==> src/design/apfc_pkg.sv <==
package apfc_pkg;

   localparam int HEADER_BYTES = 24;
   localparam int COUNT_W      = 17;
   localparam logic [COUNT_W-1:0] COUNT_MAX = 17'h1FFFF;

   // "DAUT" as it appears on the wire, first byte in the low bits.
   localparam logic [31:0] MAGIC_WORD = 32'h5455_4144;

   localparam logic [4:0] OFS_VERSION  = 5'd4;
   localparam logic [4:0] OFS_KIND     = 5'd6;
   localparam logic [4:0] OFS_FLAGS    = 5'd7;
   localparam logic [4:0] OFS_ARGUMENT = 5'd16;
   localparam logic [4:0] OFS_LENGTH   = 5'd20;

   localparam int CSR_INDEX_W = 2;
   localparam int CSR_DATA_W  = 17;

   typedef enum logic [CSR_INDEX_W-1:0] {
      CSR_EXPECTED_VERSION = 2'd0,
      CSR_MAX_PAYLOAD      = 2'd1,
      CSR_MAX_PACKET       = 2'd2,
      CSR_KIND_COUNT       = 2'd3
   } csr_index_type;

   typedef struct packed {
      logic [15:0] expected_version;
      logic [15:0] payload_limit;
      logic [16:0] packet_limit;
      logic [8:0]  kind_count;
   } cfg_type;

   typedef struct packed {
      logic [7:0] byte_value;
      logic       last_byte;
   } req_type;

   typedef struct packed {
      logic        payload_valid;
      logic [7:0]  payload_byte;
      logic        packet_done;
      logic        packet_ok;
      logic [7:0]  packet_kind;
      logic [7:0]  packet_flags;
      logic [63:0] attempt_id;
      logic [31:0] argument_word;
      logic [15:0] payload_length;
   } rsp_type;

endpackage

==> src/design/apfc_frame_parse.sv <==
module apfc_frame_parse
   import apfc_pkg::*;
(
   input  logic    clock,
   input  logic    reset,
   input  cfg_type cfg,
   input  logic    req_valid,
   output logic    req_ready,
   input  req_type req_data,
   input  logic    slot_free,
   output logic    res_valid,
   output rsp_type res_data
);

   logic                in_valid_ff;
   req_type             in_data_ff;

   logic [COUNT_W-1:0]  byte_count_ff, byte_count_in;
   logic                header_bad_ff, header_bad_in;
   logic [15:0]         version_ff, version_in;
   logic [7:0]          kind_ff, kind_in;
   logic [7:0]          flags_ff, flags_in;
   logic [63:0]         attempt_ff, attempt_in;
   logic [31:0]         argument_ff, argument_in;
   logic [31:0]         length_ff, length_in;
   logic                nul_seen_ff, nul_seen_in;

   logic                is_payload;
   logic                has_result;
   logic                take;
   logic [4:0]          hpos;
   logic [7:0]          b;
   logic [32:0]         expected_size;
   logic                verdict_ok;
   logic                packet_ok;

   assign b          = in_data_ff.byte_value;
   assign hpos       = byte_count_ff[4:0];
   assign is_payload = byte_count_ff >= COUNT_W'(HEADER_BYTES);
   assign has_result = is_payload || in_data_ff.last_byte;
   assign take       = in_valid_ff && (!has_result || slot_free);
   assign req_ready  = !in_valid_ff || take;

   always_ff @(posedge clock) begin
      if (reset) begin
         in_valid_ff <= 1'b0;
      end else if (req_valid && req_ready) begin
         in_valid_ff <= 1'b1;
      end else if (take) begin
         in_valid_ff <= 1'b0;
      end
   end

   always_ff @(posedge clock) begin
      if (req_valid && req_ready) begin
         in_data_ff <= req_data;
      end
   end

   always_comb begin
      byte_count_in = byte_count_ff;
      header_bad_in = header_bad_ff;
      version_in    = version_ff;
      kind_in       = kind_ff;
      flags_in      = flags_ff;
      attempt_in    = attempt_ff;
      argument_in   = argument_ff;
      length_in     = length_ff;
      nul_seen_in   = nul_seen_ff;

      if (byte_count_ff != COUNT_MAX) begin
         byte_count_in = byte_count_ff + 1'b1;
      end

      // Header fields start at zero, so each byte lands in its lane directly.
      if (!is_payload) begin
         if (hpos < OFS_VERSION) begin
            if (b != MAGIC_WORD[{hpos[1:0], 3'b000} +: 8]) begin
               header_bad_in = 1'b1;
            end
         end else if (hpos < OFS_KIND) begin
            version_in[{hpos[0], 3'b000} +: 8] = b;
         end else if (hpos == OFS_KIND) begin
            kind_in = b;
         end else if (hpos == OFS_FLAGS) begin
            flags_in = b;
         end else if (hpos < OFS_ARGUMENT) begin
            attempt_in[{hpos[2:0], 3'b000} +: 8] = b;
         end else if (hpos < OFS_LENGTH) begin
            argument_in[{hpos[1:0], 3'b000} +: 8] = b;
         end else begin
            length_in[{hpos[1:0], 3'b000} +: 8] = b;
         end
      end else if (b == 8'd0) begin
         nul_seen_in = 1'b1;
      end
   end

   // The verdict looks at the state as it stands after the last byte.
   assign expected_size = {1'b0, length_in} + 33'(HEADER_BYTES);
   assign verdict_ok = (byte_count_in >= COUNT_W'(HEADER_BYTES))
                    && (byte_count_in <= cfg.packet_limit)
                    && !header_bad_in
                    && (version_in == cfg.expected_version)
                    && ({1'b0, kind_in} < cfg.kind_count)
                    && (length_in <= {16'd0, cfg.payload_limit})
                    && (expected_size == {16'd0, byte_count_in})
                    && !nul_seen_in;
   assign packet_ok = in_data_ff.last_byte && verdict_ok;

   always_ff @(posedge clock) begin
      if (reset) begin
         byte_count_ff <= '0;
         header_bad_ff <= 1'b0;
         version_ff    <= '0;
         kind_ff       <= '0;
         flags_ff      <= '0;
         attempt_ff    <= '0;
         argument_ff   <= '0;
         length_ff     <= '0;
         nul_seen_ff   <= 1'b0;
      end else if (take) begin
         if (in_data_ff.last_byte) begin
            byte_count_ff <= '0;
            header_bad_ff <= 1'b0;
            version_ff    <= '0;
            kind_ff       <= '0;
            flags_ff      <= '0;
            attempt_ff    <= '0;
            argument_ff   <= '0;
            length_ff     <= '0;
            nul_seen_ff   <= 1'b0;
         end else begin
            byte_count_ff <= byte_count_in;
            header_bad_ff <= header_bad_in;
            version_ff    <= version_in;
            kind_ff       <= kind_in;
            flags_ff      <= flags_in;
            attempt_ff    <= attempt_in;
            argument_ff   <= argument_in;
            length_ff     <= length_in;
            nul_seen_ff   <= nul_seen_in;
         end
      end
   end

   assign res_valid = take && has_result;

   always_comb begin
      res_data                = '0;
      res_data.payload_valid  = is_payload;
      res_data.payload_byte   = is_payload ? b : 8'd0;
      res_data.packet_done    = in_data_ff.last_byte;
      res_data.packet_ok      = packet_ok;
      if (packet_ok) begin
         res_data.packet_kind    = kind_in;
         res_data.packet_flags   = flags_in;
         res_data.attempt_id     = attempt_in;
         res_data.argument_word  = argument_in;
         res_data.payload_length = length_in[15:0];
      end
   end

endmodule

==> config.mk <==
export PLATFORM = sky130hd
export DESIGN_NAME = apfc_frame_parse
export DESIGN_NICKNAME = d
export VERILOG_FILES = /design/src/design/apfc_pkg.sv /design/src/design/apfc_frame_parse.sv
export SDC_FILE = /design/constraint.sdc
export NUM_CORES = 1
export LEC_CHECK = 0
export BUFFER_PORTS_ARGS = -buffer_cell sky130_fd_sc_hd__clkbuf_2
export CORE_MARGIN = 2
export CORE_UTILIZATION = 59
export DETAILED_ROUTE_END_ITERATION = 6
export PLACE_DENSITY = 0.82
export SYNTH_ARGS = -nofsm -noshare
export SYNTH_HDL_FRONTEND = slang
export SYNTH_SLANG_ARGS = --single-unit
==> constraint.sdc <==
create_clock -name clock -period 7.8 [get_ports clock]
set_input_delay 0.39 -clock clock [delete_from_list [all_inputs] [get_ports clock]]
set_output_delay 0.39 -clock clock [all_outputs]
set_load 0.005 [all_outputs]
==> flow_summary.yaml, run 1 <==
worst_setup_path:
  required_ns: 7.41
  cp-end-kind: "primary output"
  rr_endpoint: "attempt_ff[46]"
  cp_cell_sequence: "ha_1, nand3_1, nor4_1, nor3_1, xnor2_1, inv_1, ha_1, a21o_1, a21o_1, a21o_1, mux2_2, a32o_1, or4_1, a2111oi_2, nand4_1, buf_4, a211oi_1, clkbuf_2"
  cpMaxStageDelayCell: "nor4_1"
  path_delay_family: "simple AND/OR/NAND/NOR gates"
  critPathBufInv: 3
  worstRegToRegCells: 11
  max_stage_delay_ns: 0.95
  crit_type: "register to primary output"
  ff2ff_setup_slack_ns: 3.25
  rr_startpoint: "byte_count_ff[13]"
  cp_max_fo: 51
  cp-start-kind: "register"
  path_common_cell: "a21o_1"
  crit_arrival_ns: 6.87
placed_design:
  dpl.hpwl_um: 34500
  placedCellCount: 2277
  place_ws_ns: 1.18
  gp_congestion: 0.988
  io_buffers: 211
status:
  violations: "DRC"
  status: "finished with violations"
cts:
  clock_latency_ns: 0.45
  htreeDepth: 4
  hold_buffers: 0
  ctsResizeCount: 0
  cts_sinks: 189
  cts_inserted_buffers: 17
  clkTransAtPathRegs_ns: 0.08
  post_cts_buffers: 0
  cts_tree: "done"
  clockBufferDepth: 2
  cts_root_buf: "clkbuf_16"
synth:
  yosysWarnings: 0
  postSynth.asyncResetShare: 0
  syn_area_mm2: 0.0143
  synth_top_family_by_area: "simple AND/OR/NAND/NOR gates"
  seq_area_frac_synth: 0.271
  yosys-mux-area-fraction: 0.0591
  yosys-top-cells-area: "dfxtp_1 25%, nor3_2 8.4%, nor2_1 7.3%"
  synth_edf_count: 9
  synth.distinct_cells: 78
  yosys.area.top_type: "dfxtp_1"
  synth_xor_area_frac: 0.0258
  ys_ff_latch: 189
  yosys_most_used_dff: "dfxtp_1"
  synthSimpleGateAreaFrac: 0.316
  synth_compound_area_frac: 0.203
  netlist.area_leader.share: 0.252
  syn-num-nets: 1987
  synth_fa_ha_area_frac: 0.0421
  syn_inst: 1868
  syn_area_per_cell_um2: 7.64
die:
  coreArea_mm2: 0.0236
  num_rows: 56
  die-area_mm2: 0.0255
  fp.dieH_um: 160
  boundaryPins: 212
  initial_core_util: 0.605
  die_x_um: 160
sta:
  hold_violations: 0
  period_needed_ns: 7.26
  fin_worst_skew_ns: 0.0154
  worstMarginPinSlew_ns: 1.36
  fin_crit_sh: 0.930
  fin_ws_ns: 0.543
  drv_slew: 0
  hold-worst-slack_ns: 0.117
  setup_viol: 0
  max_freq_mhz: 138
  max_slew_margin: 0.0873
  rsz0062_at_grt: "false"
  finalSetupTns_ns: 0
global_route:
  grt_pass1_vias: 14100
  grt-ovfl-total: 0
  top_usage_layer: "met2"
  grt_max_degree: 111
  use_met3: 0.0844
  grt_usage: 0.379
  grt_pass1_wl_um: 77600
  antenna_found_initial: 1
  grt_use_met1: 0.502
  grt_util_met2: 0.580
cells_and_area:
  areaGrowthSynthToFinish_pct: 11.4
  drive_gt1_frac: 0.218
  nets: 2096
  num_antenna_cells: 0
  layout_commonest_cell: "nor2_1"
  final_cells: 2308
  final_cell_mix: "277 x nor2_1, 210 x clkbuf_2, 180 x dfxtp_1"
detailed_routing:
  first_iter_violations: 2204
  drc_errors: 4
  firstDrtPassIters: 7
  routed-via-count: 15300
  wl_per_cell_um: 21.6
  drt-total-wl_um: 49800
  final_antenna_net_count: 0
  viasPerCell: 6.64
min_path:
  min_from: "req_data[8]"
  hold_path_class: "primary input to register"
  min_to: "b[7]"
  holdPathStages: 1
power_and_ir_drop:
  powerDensity_mw_per_mm2: 129
  p_leak_nw: 5.98
  power_w: 0.00206
  max-vdd-ir-drop_uv: 151
run:
  maxCapViolCount: 0
## final cells by class
type | count | area, um^2
Tap cell | 319 | 399
Clock inverter | 13 | 144
Multi-Input combinational cell | 1415 | 9250
Clock buffer | 18 | 439
Sequential cell | 189 | 3870
Timing Repair Buffer | 259 | 1440
Inverter | 95 | 357
Fill cell | 2014 | 7710
## metal layers
layer  vias up  wire length [um]
met5         -                13
met4         2              2840
met3       236              6390
met2      1122             21200
met1      7002             19300
li1       6957                 -
## through the flow
step / utilization / cell area [um^2]
2_1_floorplan: - / 14300
3_3_place_gp: 0.649 / 15300
3_5_place_dp: 0.649 / 15300
4_1_cts: 0.674 / 15900
5_1_grt: 0.674 / 15900
6_report: 0.674 / 15900
## kinds of logic after synthesis
kind of cell	after synthesis
compound gates	446
fa+ha+maj	48
simple gates	795
flops	189
xor+xnor	42
buf+inv	264
mux	84
## state kept, by name, indices dropped and copies added (netlist names)
name,count
in_valid_ff,1
version_ff,16
nul_seen_ff,1
attempt_ff,64
res_data,1
flags_ff,8
kind_ff,8
byte_count_ff,17
argument_ff,32
header_bad_ff,1
length_ff,32
b,8
## power breakdown
part | switching, W | leakage (nW) | total [W] | internal (W)
combinational | 0.000148 | 4.16 | 0.000195 | 0.0000467
sequential | 0.00000505 | 1.54 | 0.000981 | 0.000975
clock | 0.000446 | 0.280 | 0.000882 | 0.000436
## synthesized netlist by cell type (15+ instances only)
cell type / instances
and3_1: 22
a32oi_1: 20
nor2b_1: 16
nor4_1: 21
buf_4: 17
mux2i_1: 82
nand4_1: 36
a22oi_1: 108
nor2_1: 277
nor3_1: 73
a21o_1: 20
nor3_2: 120
a211oi_1: 15
and2_1: 17
clkbuf_1: 121
nand3_1: 49
xnor2_1: 29
a21oi_1: 133
dfxtp_1: 180
nand2_1: 87
inv_1: 91
ha_1: 48
o21ai_0: 56
a31oi_1: 16
## how the worst max path moves through the flow
stage | startpoint | depth (start not counted) | slack [ns] | endpoint
floorplan | byte_count_ff[0] | 21 | 2.02 | res_data[100]
global placement | byte_count_ff[0] | 18 | 1.19 | res_data[42]
detailed placement | byte_count_ff[0] | 18 | 1.18 | res_data[42]
CTS | byte_count_ff[0] | 18 | 0.68 | res_data[42]
global route | byte_count_ff[0] | 18 | 0.16 | res_data[42]
finish | byte_count_ff[0] | 18 | 0.54 | res_data[46]
Note: power is estimated with default switching activity, not from simulation.
==> inputs of run 2 (changes only) <==
--- a/config.mk
+++ b/config.mk
@@ -7,9 +7,10 @@
 export LEC_CHECK = 0
 export BUFFER_PORTS_ARGS = -buffer_cell sky130_fd_sc_hd__clkbuf_2
 export CORE_MARGIN = 2
-export CORE_UTILIZATION = 59
+export CORE_UTILIZATION = 50
 export DETAILED_ROUTE_END_ITERATION = 6
-export PLACE_DENSITY = 0.82
+export HOLD_SLACK_MARGIN = 0.12
+export PLACE_DENSITY = 0.71
 export SYNTH_ARGS = -nofsm -noshare
 export SYNTH_HDL_FRONTEND = slang
 export SYNTH_SLANG_ARGS = --single-unit
==> run 2 against run 1 <==
  * The run now ends clean
  * Clock skew rose by 0.0029 ns
  * Worst hold slack better by 0.0023 ns
  * Routed wire length increased by 3.0%
  * Cell count rose by 2.8%
  * Largest power group unchanged
  * Power grew 2.6%
  * Combinational power up 3%
  * Critical path type unchanged
==> flow_summary.yaml, run 2 (synthesized netlist as in run 1, its figures left out) <==
sta:
  setup_viol: 0
  worstMarginPinSlew_ns: 1.30
  drv_slew: 0
  finalSetupTns_ns: 0
  max_slew_margin: 0.129
  rsz0062_at_grt: "false"
  max_freq_mhz: 140
  fin_ws_ns: 0.649
  fin_worst_skew_ns: 0.0182
  hold_violations: 0
  fin_crit_sh: 0.917
  hold-worst-slack_ns: 0.119
  period_needed_ns: 7.15
cells_and_area:
  num_antenna_cells: 0
  drive_gt1_frac: 0.218
  top_regs: "attempt_ff x64, argument_ff x32, length_ff x32"
  areaGrowthSynthToFinish_pct: 12.6
  nets: 2100
  final_cell_mix: "277 x nor2_1, 210 x clkbuf_2, 180 x dfxtp_1"
  largest_reg_flops: 64
  layout_commonest_cell: "nor2_1"
  fin_util: 0.576
  largest_register: "attempt_ff"
detailed_routing:
  viasPerCell: 6.39
  drt-total-wl_um: 51200
  drc_errors: 0
  firstDrtPassIters: 7
  first_iter_violations: 1867
  wl_per_cell_um: 21.6
  final_antenna_net_count: 0
  routed-via-count: 15200
worst_setup_path:
  cp-start-kind: "register"
  max_stage_delay_ns: 0.82
  cp-end-kind: "primary output"
  required_ns: 7.41
  crit_arrival_ns: 6.76
  cpMaxStageDelayCell: "or4_4"
  cp_cell_sequence: "buf_4, inv_1, ha_1, nor2_1, inv_1, nor2_1, mux2i_1, buf_4, ha_1, and3b_1, nand2_1, mux2_2, or3_1, or4_1, a22o_1, or4_4, buf_12, a211oi_1, clkbuf_2"
  cp_max_fo: 99
  crit_type: "register to primary output"
cts:
  cts_sinks: 189
  cts_root_buf: "clkbuf_16"
  clockBufferDepth: 2
  cts_inserted_buffers: 17
  clkTransAtPathRegs_ns: 0.08
  htreeDepth: 4
  cts_tree: "done"
  clock_latency_ns: 0.46
  post_cts_buffers: 0
placed_design:
  dpl.hpwl_um: 35300
  gp_congestion: 0.943
  place_ws_ns: 1.28
  io_buffers: 211
die:
  num_rows: 61
  fp.dieH_um: 173
  initial_core_util: 0.511
  boundaryPins: 212
  die_x_um: 173
  coreArea_mm2: 0.0279
  die-area_mm2: 0.0299
min_path:
  hold_path_class: "primary input to register"
power_and_ir_drop:
  max-vdd-ir-drop_uv: 173
  power_w: 0.00211
  p_leak_nw: 6.02
  powerDensity_mw_per_mm2: 131
status:
  status: "finished, final reports clean"
global_route:
  grt_pass1_vias: 13800
  grt_pass1_wl_um: 78600
  grt_usage: 0.328
  antenna_found_initial: 0
  grt_max_degree: 100
  grt-ovfl-total: 0
run:
  maxCapViolCount: 0
run 2: cell types whose count changed in the layout (fill, tap and decap cells not counted), moves of 2 or more:
cell / delta
clkinv_8: +3
clkinvlp_4: -2
dlygate4sd3_1: +5
inv_12: +2
inv_8: -2
run 2: final cells by class:
class	count	area, um^2
Fill cell	2678	11900
Multi-Input combinational cell	1415	9260
Sequential cell	189	3870
Timing Repair Buffer	263	1490
Tap cell	378	473
Clock buffer	18	439
Inverter	95	357
Clock inverter	14	188
run 2: metrics by stage:
step,instances,cell area [um^2]
after floorplan,1868,14300
after global placement,2335,15400
after detailed placement,2335,15400
after CTS,2372,16100
after global routing,2372,16100
final,2372,16100
run 2: timing repair:
item | CTS | global route
resized for setup | 0 | 0
hold endpoints to repair | 5 | 0
hold buffers | 5 | 0
run 2: final timing paths:
kind                                   startpoint              end  slack, ns  cells after the start
worst min register to register    argument_ff[12]  argument_ff[12]       0.49                      2
worst max register to register  byte_count_ff[16]   attempt_ff[42]       3.25                     11
worst max-delay path             byte_count_ff[0]     res_data[20]       0.65                     19
worst min-delay path                  req_data[7]             b[6]       0.12                      1
run 2: worst max-delay path, delay by kind of cell, from the launching register on:
family,cells,cell delay (ns)
DFF,1,0.75
adders and majority gates,2,0.63
and+or+nand+nor,7,2.48
AOI/OAI and AO/OA,2,0.54
muxes,2,0.48
buffers and inverters,6,1.29
run 2: power breakdown:
part	internal, W	total, W	switching (W)
registers	0.000975	0.000979	0.00000362
clock network	0.000450	0.000931	0.000481
logic	0.0000493	0.000201	0.000152
total	0.00147	0.00211	0.000636
run 2: routing by layer:
metal | up-vias | wire length, um | track usage
met4 | 0 | 2250 | 0.143
met2 | 966 | 22200 | 0.502
li1 | 6976 | - | -
met1 | 7036 | 21100 | 0.446
met3 | 173 | 5740 | 0.0660
met5 | - | 0 | 0
